**src/sv/lgs_pkg.sv**
```systemverilog
`default_nettype none
// ----------------------------------------------------------------------------
// lgs_pkg
// Shared constants, command codes and the B3/S23 cell rule for the Life
// generation step unit.
// ----------------------------------------------------------------------------
package lgs_pkg;

  // default board size
  localparam int BOARD_WIDTH  = 64;
  localparam int BOARD_HEIGHT = 16;

  // fixed field widths of the channels
  localparam int CMD_W  = 2;
  localparam int COL_W  = 6;
  localparam int BAND_W = 1;
  localparam int BYTE_W = 8;

  // rows held by one board byte
  localparam int BAND_ROWS = 8;

  localparam logic [3:0] BIRTH_COUNT   = 4'd3;
  localparam logic [3:0] SURVIVE_COUNT = 4'd2;

  typedef enum logic [CMD_W-1:0] {
    CMD_WRITE = 2'd0,
    CMD_READ  = 2'd1,
    CMD_STEP  = 2'd2
  } lgs_cmd_t;

  // controls from the sequencer to the column window
  typedef struct packed {
    logic clear;
    logic load;
    logic advance;
  } lgs_win_ctrl_t;

  // next state of one cell from its own state and its eight neighbors
  function automatic logic life_cell(input logic alive, input logic [7:0] nbrs);
    logic [3:0] n;
    n = '0;
    for (int i = 0; i < 8; i++) begin
      n = n + 4'(nbrs[i]);
    end
    return (n == BIRTH_COUNT) || (alive && (n == SURVIVE_COUNT));
  endfunction

endpackage
`default_nettype wire

```
**src/sv/lgs_if.sv**
```systemverilog
`default_nettype none
// ----------------------------------------------------------------------------
// lgs_if
// Valid/ready channels of the Life generation step unit: the command
// channel and the result channel.
// ----------------------------------------------------------------------------
interface lgs_cmd_if import lgs_pkg::*; ();
  logic              valid;
  logic              ready;
  logic [CMD_W-1:0]  cmd;
  logic [COL_W-1:0]  column;
  logic [BAND_W-1:0] band;
  logic [BYTE_W-1:0] data;

  modport source (output valid, output cmd, output column, output band, output data,
                  input ready);
  modport sink   (input valid, input cmd, input column, input band, input data,
                  output ready);
endinterface

interface lgs_rsp_if import lgs_pkg::*; ();
  logic              valid;
  logic              ready;
  logic [BYTE_W-1:0] read_data;

  modport source (output valid, output read_data, input ready);
  modport sink   (input valid, input read_data, output ready);
endinterface
`default_nettype wire

```
**src/sv/lgs_window.sv**
```systemverilog
`default_nettype none
// ----------------------------------------------------------------------------
// lgs_window
// Three-column window of the board (west, center, east). The east column is
// filled one byte per cycle through a shift register; the new state of one
// band of the center column is worked out eight cells at a time.
// ----------------------------------------------------------------------------
module lgs_window import lgs_pkg::*; #(
  parameter  int HEIGHT = BOARD_HEIGHT,
  localparam int NBANDS = (HEIGHT + BAND_ROWS - 1) / BAND_ROWS,
  localparam int BW     = (NBANDS > 1) ? $clog2(NBANDS) : 1,
  localparam int RH     = NBANDS * BAND_ROWS
) (
  input  logic              clk,
  input  lgs_win_ctrl_t     ctrl,
  input  logic [BYTE_W-1:0] load_byte,
  input  logic [BW-1:0]     band,
  output logic [BYTE_W-1:0] band_byte
);

  // row r of a column sits at bit RH-1-r
  logic [RH-1:0]     col_w;
  logic [RH-1:0]     col_c;
  logic [RH-1:0]     col_e;
  logic [RH-1:0]     col_e_m;
  logic [RH-1:0]     row_mask;
  logic [RH+1:0]     pad_w;
  logic [RH+1:0]     pad_c;
  logic [RH+1:0]     pad_e;
  logic [BW-1:0]     band_rev;
  logic [BW+2:0]     base;
  logic [BYTE_W+1:0] win_w;
  logic [BYTE_W+1:0] win_c;
  logic [BYTE_W+1:0] win_e;
  logic [BYTE_W-1:0] fresh;

  // rows below the board are never live
  for (genvar r = 0; r < RH; r++) begin : g_mask
    assign row_mask[RH-1-r] = 1'(r < HEIGHT);
  end

  always_ff @(posedge clk) begin
    if (ctrl.clear) begin
      col_w <= '0;
      col_c <= '0;
      col_e <= '0;
    end else if (ctrl.advance) begin
      col_w <= col_c;
      col_c <= col_e_m;
      col_e <= '0;
    end else if (ctrl.load) begin
      // bands arrive top first and end up in the high bits
      col_e <= RH'({col_e, load_byte});
    end
  end

  always_comb begin
    col_e_m  = col_e & row_mask;
    pad_w    = {1'b0, col_w, 1'b0};
    pad_c    = {1'b0, col_c, 1'b0};
    pad_e    = {1'b0, col_e_m, 1'b0};
    band_rev = BW'(NBANDS - 1) - band;
    base     = {band_rev, 3'b000};
    // band rows plus one row above and one below
    win_w    = pad_w[base +: BYTE_W+2];
    win_c    = pad_c[base +: BYTE_W+2];
    win_e    = pad_e[base +: BYTE_W+2];
    for (int i = 0; i < BYTE_W; i++) begin
      fresh[i] = life_cell(win_c[i+1], {win_w[i], win_w[i+1], win_w[i+2],
                                        win_c[i], win_c[i+2],
                                        win_e[i], win_e[i+1], win_e[i+2]});
    end
    band_byte = fresh & row_mask[base +: BYTE_W];
  end

endmodule
`default_nettype wire

```
**src/sv/life_generation_step_unit.sv**
```systemverilog
`default_nettype none
// ----------------------------------------------------------------------------
// life_generation_step_unit
// Life board (B3/S23, dead border) in a byte memory with write, read and
// advance-one-generation commands.
// ----------------------------------------------------------------------------
// req carries cmd, column, band and data; rsp returns one read_data byte per
// command: the addressed byte after the command, or zero for an address off
// the board. Commands are taken one at a time; req.ready is high only while
// the unit is idle.
// Write and read pass through S_RD and then S_FIN, where the result is loaded
// into the output register before the unit returns to idle.
// A generation walks the board column by column through a three-column
// window. The single read and single write port of the board memory set the
// pace: per column NB byte reads (S_LOAD) plus NB byte writes (S_CMP), with
// NB = ceil(HEIGHT/8), and the S_GAP and S_SHIFT steps between them.
// After reset a clearing pass writes zero to all 2**(BW+CW) memory words
// (128 at the defaults) before the first command is taken.
// A stalled rsp holds its byte; the unit finishes its current command and
// then waits to load the result until the output register is free, while
// an earlier result may still be waiting.
// ----------------------------------------------------------------------------
module life_generation_step_unit import lgs_pkg::*; #(
  parameter  int WIDTH  = BOARD_WIDTH,
  parameter  int HEIGHT = BOARD_HEIGHT,
  localparam int NBANDS = (HEIGHT + BAND_ROWS - 1) / BAND_ROWS,
  localparam int BW     = (NBANDS > 1) ? $clog2(NBANDS) : 1,
  localparam int CW     = $clog2(WIDTH),
  localparam int AW     = BW + CW,
  localparam int DEPTH  = 2 ** AW
) (
  input  logic      clk,
  input  logic      rst,
  lgs_cmd_if.sink   req,
  lgs_rsp_if.source rsp
);

  typedef enum logic [2:0] {
    S_CLEAR, S_IDLE, S_LOAD, S_GAP, S_CMP, S_SHIFT, S_RD, S_FIN
  } state_t;

  state_t            state;
  logic [AW-1:0]     clr_addr;
  logic [CW-1:0]     gx;
  logic [BW-1:0]     gb;
  logic              first;
  logic              ld_pend;
  logic [AW-1:0]     lat_addr;
  logic              lat_ok;
  logic              out_valid;
  logic [BYTE_W-1:0] out_data;

  logic [BYTE_W-1:0] mem [DEPTH];
  logic [BYTE_W-1:0] rd_data;
  logic              mem_we;
  logic [AW-1:0]     mem_waddr;
  logic [BYTE_W-1:0] mem_wdata;
  logic [AW-1:0]     mem_raddr;

  lgs_cmd_t          req_cmd;
  logic              req_fire;
  logic              req_ok;
  logic [AW-1:0]     req_addr;
  logic [CW-1:0]     load_col;
  lgs_win_ctrl_t     win_ctrl;
  logic [BYTE_W-1:0] band_byte;

  assign req.ready     = (state == S_IDLE);
  assign rsp.valid     = out_valid;
  assign rsp.read_data = out_data;

  always_comb begin
    req_cmd  = lgs_cmd_t'(req.cmd);
    req_fire = req.valid && req.ready;
    req_ok   = (32'(req.column) < WIDTH) && (32'(req.band) < NBANDS);
    req_addr = {BW'(req.band), CW'(req.column)};
    // column to fetch next: column 0 on the first pass, else one ahead
    load_col = first ? '0 : gx + 1'b1;

    win_ctrl.clear   = req_fire && (req_cmd == CMD_STEP);
    win_ctrl.load    = ld_pend;
    win_ctrl.advance = (state == S_SHIFT);

    mem_we    = 1'b0;
    mem_waddr = {gb, gx};
    mem_wdata = band_byte;
    unique case (state)
      S_CLEAR: begin
        mem_we    = 1'b1;
        mem_waddr = clr_addr;
        mem_wdata = '0;
      end
      S_IDLE: begin
        mem_we    = req_fire && (req_cmd == CMD_WRITE) && req_ok;
        mem_waddr = req_addr;
        mem_wdata = req.data;
      end
      S_CMP: begin
        mem_we = 1'b1;
      end
      default: begin
      end
    endcase
    mem_raddr = (state == S_LOAD) ? {gb, load_col} : lat_addr;
  end

  always_ff @(posedge clk) begin
    if (mem_we) begin
      mem[mem_waddr] <= mem_wdata;
    end
    rd_data <= mem[mem_raddr];
  end

  lgs_window #(
    .HEIGHT (HEIGHT)
  ) u_window (
    .clk       (clk),
    .ctrl      (win_ctrl),
    .load_byte (rd_data),
    .band      (gb),
    .band_byte (band_byte)
  );

  always_ff @(posedge clk) begin
    if (rst) begin
      state     <= S_CLEAR;
      clr_addr  <= '0;
      gx        <= '0;
      gb        <= '0;
      first     <= 1'b0;
      ld_pend   <= 1'b0;
      out_valid <= 1'b0;
    end else begin
      // read data lands in the cycle after the fetch
      ld_pend <= (state == S_LOAD);
      if (out_valid && rsp.ready && (state != S_FIN)) begin
        out_valid <= 1'b0;
      end
      unique case (state)
        S_CLEAR: begin
          clr_addr <= clr_addr + 1'b1;
          if (clr_addr == '1) begin
            state <= S_IDLE;
          end
        end
        S_IDLE: begin
          if (req_fire) begin
            lat_addr <= req_addr;
            lat_ok   <= req_ok;
            if (req_cmd == CMD_STEP) begin
              first <= 1'b1;
              gx    <= '0;
              gb    <= '0;
              state <= S_LOAD;
            end else begin
              state <= S_RD;
            end
          end
        end
        S_LOAD: begin
          if (gb == BW'(NBANDS - 1)) begin
            gb    <= '0;
            state <= S_GAP;
          end else begin
            gb <= gb + 1'b1;
          end
        end
        S_GAP: begin
          state <= first ? S_SHIFT : S_CMP;
        end
        S_CMP: begin
          if (gb == BW'(NBANDS - 1)) begin
            gb    <= '0;
            state <= S_SHIFT;
          end else begin
            gb <= gb + 1'b1;
          end
        end
        S_SHIFT: begin
          if (!first && (gx == CW'(WIDTH - 1))) begin
            state <= S_RD;
          end else begin
            first <= 1'b0;
            gx    <= load_col;
            // last column has only dead cells to its east
            state <= (load_col == CW'(WIDTH - 1)) ? S_CMP : S_LOAD;
          end
        end
        S_RD: begin
          state <= S_FIN;
        end
        S_FIN: begin
          if (!out_valid || rsp.ready) begin
            out_valid <= 1'b1;
            out_data  <= lat_ok ? rd_data : '0;
            state     <= S_IDLE;
          end
        end
        default: begin
          state <= S_IDLE;
        end
      endcase
    end
  end

endmodule
`default_nettype wire

```
**src/flat_wrapper.sv**
```systemverilog
// flat-port wrapper written by rule: the top's interface ports become plain ports
module life_generation_step_unit_flat import lgs_pkg::*;
#(
  parameter  int WIDTH  = BOARD_WIDTH,
  parameter  int HEIGHT = BOARD_HEIGHT,
  localparam int NBANDS = (HEIGHT + BAND_ROWS - 1) / BAND_ROWS,
  localparam int BW     = (NBANDS > 1) ? $clog2(NBANDS) : 1,
  localparam int CW     = $clog2(WIDTH),
  localparam int AW     = BW + CW,
  localparam int DEPTH  = 2 ** AW
)
  (clk, rst, req_valid, req_cmd, req_column, req_band, req_data, req_ready, rsp_valid, rsp_read_data, rsp_ready);
  lgs_cmd_if req_i ();
  lgs_rsp_if rsp_i ();
  input  logic clk;
  input  logic rst;
  input wire logic [$bits(req_i.valid)-1:0] req_valid;
  input wire logic [$bits(req_i.cmd)-1:0] req_cmd;
  input wire logic [$bits(req_i.column)-1:0] req_column;
  input wire logic [$bits(req_i.band)-1:0] req_band;
  input wire logic [$bits(req_i.data)-1:0] req_data;
  output wire logic [$bits(req_i.ready)-1:0] req_ready;
  output wire logic [$bits(rsp_i.valid)-1:0] rsp_valid;
  output wire logic [$bits(rsp_i.read_data)-1:0] rsp_read_data;
  input wire logic [$bits(rsp_i.ready)-1:0] rsp_ready;
  assign req_i.valid = req_valid;
  assign req_i.cmd = req_cmd;
  assign req_i.column = req_column;
  assign req_i.band = req_band;
  assign req_i.data = req_data;
  assign req_ready = req_i.ready;
  assign rsp_valid = rsp_i.valid;
  assign rsp_read_data = rsp_i.read_data;
  assign rsp_i.ready = rsp_ready;
  life_generation_step_unit #(.WIDTH(WIDTH), .HEIGHT(HEIGHT)) u_core (.clk(clk), .rst(rst), .req(req_i), .rsp(rsp_i));
endmodule
```
**config.mk**
```make
export PLATFORM = sky130hd
export DESIGN_NAME = life_generation_step_unit_flat
export DESIGN_NICKNAME = d
export VERILOG_FILES = /design/src/sv/lgs_pkg.sv /design/src/sv/lgs_if.sv /design/src/sv/lgs_window.sv /design/src/sv/life_generation_step_unit.sv /design/src/flat_wrapper.sv
export SDC_FILE = /design/constraint.sdc
export NUM_CORES = 2
export LEC_CHECK = 0
export ABC_AREA = 1
export BUFFER_PORTS_ARGS = -buffer_cell sky130_fd_sc_hd__buf_4
export CAP_MARGIN = 0
export CORE_MARGIN = 3
export CORE_UTILIZATION = 45
export CTS_CLUSTER_DIAMETER = 60
export CTS_CLUSTER_SIZE = 30
export DETAILED_ROUTE_END_ITERATION = 12
export SETUP_SLACK_MARGIN = 0.5
export SLEW_MARGIN = 30
export SYNTH_ARGS = -nofsm -noshare
export SYNTH_HDL_FRONTEND = slang
export SYNTH_HIERARCHICAL = 1
export SYNTH_SLANG_ARGS = --single-unit
```
**constraint.sdc**
```tcl
create_clock -name clk -period 11.1 [get_ports clk]
set_input_delay 1.665 -clock clk [delete_from_list [all_inputs] [get_ports clk]]
set_output_delay 1.665 -clock clk [all_outputs]
set_load 0.05 [all_outputs]
```
Word level (Yosys, flattened, before mapping)
Memories as Yosys holds them, arrays and structs flattened. A register that Yosys moved wholly into a read port is not among the register bits.
Index checks and enable logic that the tools add are counted.

storage, ports and cells
  flip-flop bits (word level) = 83
  latch bits = 0
  memory bits (writable) = 1024
  memory bits (read-only) = 0
  bits of input ports = 21
  output and inout bits = 10
  word-level logic and storage cells = 183
  memories = 1

cells by class
  $add $sub $neg = 60
  $mul = 0
  divide/modulo/power cells = 0
  magnitude comparators = 0
  equality and inequality tests = 35
  shifts and indexed selects = 4
  muxes and demuxes = 32
  bitwise operators = 2
  reductions and logical operators = 37

memory list
  name        depth  bits a word  read ports  clocked after memory_dff  wr ports  line                             text
  u_core.mem  128    8            1           1                         1         life_generation_step_unit.sv:53  logic [BYTE_W-1:0] mem [DEPTH];

operators by type and width
  operator                 number
  $add 4x1->4              32
  $eq 4x2->1 const B       16
  $shiftx 18x5->10         3
  $add 3x1->4              8
  $add 2x1->3              8
  $mux 3                   8
  $mux 6                   4
  $pmux 3 s8               1
  $add 1x1->2              8
  $pmux 8 s2               1
  $shiftx 16x5->8 const A  1
  $logic_and 1x1->1        14
  $pmux 7 s2               1
  $eq 3x3->1 const B       4
  $eq 6x6->1 const B       2
  $mux 1                   12
  $pmux 6 s2               1
  $logic_or 1x1->1         9
  $reduce_and 3->1         3
  $and 8x8->8              1
  $ne 2x1->1 const B       4
  $add 7x1->7 const B      1
  $eq 7x7->1 const B       1
  $mux 7                   1
  other kinds (17)         26

Depth between registers and ports, before layout
  word-level depth = 14
  gate-level depth with buffers = 17

Cells and area by module
Netlist, hierarchy kept.

by module, submodules not included
  module                     instances  cells an instance  area each (um^2)  seq. area each (um^2)
  life_generation_step_unit  1          4617               47022.6           31760.5
  lgs_window                 1          453                3505.9            960.9

Least setup slack after synthesis
OpenSTA, ideal clock, no wires.

  kind = reg-to-reg
  start = register u_core.gb
  end = memory u_core.mem[0][7] (data pin)
  arrival = 5.176 ns
  data required time = 10.568 ns
  setup slack = 5.392 ns
  stages on the path, launching flop included = 14
  path through = dfxtp_1 -> buf_4 -> buf_4 -> o21ai_1 -> inv_1 -> fa_1 -> fa_1 -> fa_1 -> ha_1 -> fa_1 -> a21boi_0 -> nand2_1 -> nor2_1 -> a22o_1

on the way
  word-level cells in the longest chain between the ends = 14
  elaborated cells on any way between the ends = 18
  classes of those cells = add/sub (8); eq/ne (2); shift (4); mux (1); bitwise (1); reduce/logical (2)

ends and longest elaborated chain
  item                       line                              text
  start, declared            life_generation_step_unit.sv:45   logic [BW-1:0] gb;
  start signal, assigned     life_generation_step_unit.sv:165  gb <= gb + 1'b1;
  start signal, assigned     life_generation_step_unit.sv:176  gb <= gb + 1'b1;
  $sub 1x1->1 *              lgs_window.sv:62                  band_rev = BW'(NBANDS - 1) - band;
  $shiftx 18x5->10           lgs_window.sv:67                  win_e = pad_e[base +: BYTE_W+2];
  $add 1x1->2                lgs_pkg.sv:43                     n = n + 4'(nbrs[i]);
  $add 2x1->3                lgs_pkg.sv:43
  $add 3x1->4                lgs_pkg.sv:43
  $add 4x1->4 (4 in series)  lgs_pkg.sv:43
  $eq 4x2->1                 lgs_pkg.sv:45                     return (n == BIRTH_COUNT) || (alive && (n == SURVIVE_COUNT));
  $logic_and 1x1->1          lgs_pkg.sv:45
  $logic_or 1x1->1           lgs_pkg.sv:45
  $and 8x8->8 *              lgs_window.sv:73                  band_byte = fresh & row_mask[base +: BYTE_W];
  via u_core.band_byte[7]    life_generation_step_unit.sv:66   logic [BYTE_W-1:0] band_byte;
  $pmux 8 s2 *               life_generation_step_unit.sv:87   unique case (state)
  via u_core.mem_wdata[7]    life_generation_step_unit.sv:57   logic [BYTE_W-1:0] mem_wdata;
  end, declared              life_generation_step_unit.sv:53

The timed path passes the listed nets; every way through them passes the cells marked *.

Worst setup path after layout
  start = register u_core.gb
  end = memory u_core.mem[19][7] (data pin)

Same word-level chain as after synthesis.

==> results.json <==
{
  "antenna_left": 0,
  "cp_data_required_time_ns": 11.44,
  "cp_top_family": "adder cells",
  "outcome": "complete, no violations",
  "crit_start": "u_core/gb",
  "wirelength_um": 131000,
  "synth_area_per_cell_sq_um": 9.966,
  "post_cts_buffers": 0,
  "cts_htree_levels": 3,
  "drive_above_1_share": 0.06250,
  "viasPerCell": 5.178,
  "fp.dieH_um": 341.1,
  "place.gp.congestion": 0.8464,
  "setup_viol": 0,
  "layout.nets": 5063,
  "r2r-start": "u_core/gb",
  "cts_resized": 0,
  "ys_types": 44,
  "wl_per_cell_um": 20.01,
  "grt_pass1_wl_um": 198300,
  "route.detailed.drc": 0,
  "tightest_slew_ns": 1.013,
  "root_buffer": "clkbuf_16",
  "synth.yosys.seq_area_share": 0.6476,
  "r2r_end": "u_core/mem[19][7]",
  "p_leak_nw": 23.12,
  "core-area_sq_um": 111000,
  "worst-path-buf-inv": 4,
  "port-buffer-count": 30,
  "drv_cap": 0,
  "hp-class": "reg2reg",
  "track_usage": 0.2228,
  "critPathMaxStageDelay_ns": 0.79,
  "end_kind": "flip-flop",
  "rsz0062_at_grt": "no",
  "synth_top_cell_area_share": 0.6175,
  "gr-total-overflow": 0,
  "die_w_um": 341.1,
  "power_density_nw_per_um2": 240.8,
  "cp_max_fo": 85,
  "crit_top_cell": "fa_1",
  "cts_max_path_buffers": 3,
  "pre_cts_slack_ns": 5.175,
  "yosys_warnings": 6,
  "skew_ns": 0.03501,
  "synthesis.area_sq_um": 50530,
  "dieArea_sq_um": 116300,
  "fmax_mhz": 167.4,
  "syn2layout_area_growth_pct": 8.501,
  "yosysTopAreaCell": "edfxtp_1",
  "hold_viol_final": 0,
  "worst_setup_path_start_kind": "flip-flop",
  "placement_rows": 122,
  "grt_pass1_vias": 31240,
  "synth_fp_nets": 5149,
  "arrival_ns": 6.32,
  "drtIter0Drc": 3551,
  "hold_buffers": 0,
  "timing.final.crit_share": 0.5383,
  "first_pass_iters": 7,
  "slowest_stage": "buf_4",
  "critPathCapture": "u_core/mem[19][7]",
  "cts_buffers": 84,
  "r2r_cells": 15,
  "utilization": 0.4940,
  "min_period_ns": 5.975,
  "final_max_slew_viol_count": 0,
  "reg2reg_slack_ns": 5.12,
  "worst-path-stages": 15,
  "synth_area_leaders": "edfxtp_1 (62%), nand2_1 (11%), nand3_1 (8.9%)",
  "start_util": 0.4553,
  "synth-seq-cells": 1115,
  "holdWs_ns": 0.4644,
  "antenna_found_initial": 0,
  "cts.clk_slew.worst_paths_ns": 0.08,
  "via_count": 33889,
  "pin_count": 31,
  "critPathKind": "reg2reg",
  "clk_latency_ns": 0.70,
  "worst_ir_drop_vdd_mv": 0.1693,
  "grt_max_degree": 162,
  "dp_hpwl_um": 76300,
  "path_cells": "buf_4 > inv_2 > or2_2 > o21ai_1 > inv_1 > fa_1 > fa_1 > fa_1 > ha_1 > fa_1 > a21boi_0 > nand2_1 > nor2_1 > a22o_4 > buf_4",
  "cts_tree": "built",
  "synthCells": 5070,
  "clock-sinks": 1115,
  "fin_ws_ns": 5.125,
  "max_slew_margin": 0.3222,
  "tns_ns": 0
}
==> metal layers <==
layer	vias up	GRT usage	part of all wire	wire length, um
li1	16246	-	-	-
met1	16288	0.3252	0.44	58220
met4	0	0.06752	0.027	3477
met2	1170	0.3503	0.46	60060
met5	-	0	0	0
met3	185	0.02733	0.070	9226
==> flip-flops by register name (all words and copies together) (netlist names), 3 cells and up <==
name,flops
u_core/mem,1024
u_core/u_window/col_c,16
u_core/u_window/col_e,16
u_core/u_window/col_w,16
u_core/rd_data,8
u_core/rsp.read_data,8
u_core/clr_addr,7
u_core/lat_addr,7
u_core/gx,6
u_core/state,3
==> worst reg2reg max path: stages (launching register included) <==
cell and delay (ns):
dfxtp_1 0.31, buf_4 0.34, inv_2 0.27, or2_2 0.33, o21ai_1 0.17, inv_1 0.13
fa_1 0.54, fa_1 0.53, fa_1 0.50, ha_1 0.25, fa_1 0.49, a21boi_0 0.18
nand2_1 0.08, nor2_1 0.13, a22o_4 0.47, buf_4 0.81
==> cell usage after synthesis, drive strengths merged <==
master / n
buf: 226
nand3: 902
o21bai: 1
a22o: 10
ha: 26
o21ai: 46
o31ai: 1
a21boi: 8
nor2: 204
clkbuf: 22
o211ai: 8
inv: 902
edfxtp: 1039
and2: 2
a21oi: 72
or2: 16
nand3b: 8
fa: 32
nand4: 3
nand2: 1442
nor3: 14
o22ai: 1
a211oi: 8
nor3b: 1
dfxtp: 76
==> how the worst min path moves through the flow <==
stage,startpoint,to,depth (start not counted)
CTS,u_core/u_window/col_w[6],u_core/u_window/col_w[6],2
finish,u_core/u_window/col_w[4],u_core/u_window/col_w[4],2
global placement,u_core/u_window/col_w[2],u_core/u_window/col_w[2],2
detailed placement,u_core/u_window/col_w[6],u_core/u_window/col_w[6],2
global route,u_core/u_window/col_w[4],u_core/u_window/col_w[4],2
floorplan,u_core/rd_data[0],u_core/rsp.read_data[0],0
==> per-stage QoR <==
step	area (sq um)	total power, W	instances
6_report	54820	0.01320	6545
4_1_cts	54740	0.01325	6542
5_1_grt	54820	0.01392	6544
3_3_place_gp	51720	0.009905	6384
3_5_place_dp	51750	0.009980	6384
2_1_floorplan	50530	0.008530	5070
==> cells by family (layout without fill, tap and decap cells) <==
| kind of cell | Yosys count | in the layout | synth area share |
|---|---|---|---|
| adder cells (fa/ha/maj) | 58 | 58 | 0.01912 |
| flip-flops | 1115 | 1115 | 0.6476 |
| AO/OA/AOI/OAI | 155 | 155 | 0.01909 |
| AND/OR/NAND/NOR | 2592 | 2592 | 0.2191 |
| other | 0 | 1 | 0 |
| buffers and inverters | 1150 | 1136 | 0.09506 |
==> cell type report <==
cell class	count	area, sq um
fill	9915	56150
sequential	1115	32720
multi-input combinational	2805	13190
inverter	902	3395
clock buffer	89	2141
tap	1488	1862
clock inverter	69	849.6
timing repair buffer	76	666.9
antenna	1	2.502
==> cell usage in the layout (no fill, tap or decap), types with 7 or more instances in the layout <==
cell	instances
a211oi_1	8
a21boi_0	7
a21oi_1	67
a22o_4	8
buf_4	66
clkbuf_16	84
clkinv_4	9
clkinv_8	12
dfxtp_1	76
edfxtp_1	1039
fa_1	32
ha_1	26
inv_1	885
inv_12	8
inv_2	12
inv_6	11
inv_8	14
nand2_1	1433
nand3_1	898
nand3b_1	8
nor2_1	184
nor2_2	13
nor3_1	12
o211ai_1	8
o21ai_0	27
o21ai_2	11
or2_2	8
==> power by group <==
part           internal, W  switching (W)
Combinational      0.00110        0.00297
Sequential         0.00571       0.000136
Clock              0.00156        0.00172
Total              0.00837        0.00483
Note: power is estimated with default switching activity, not from simulation.
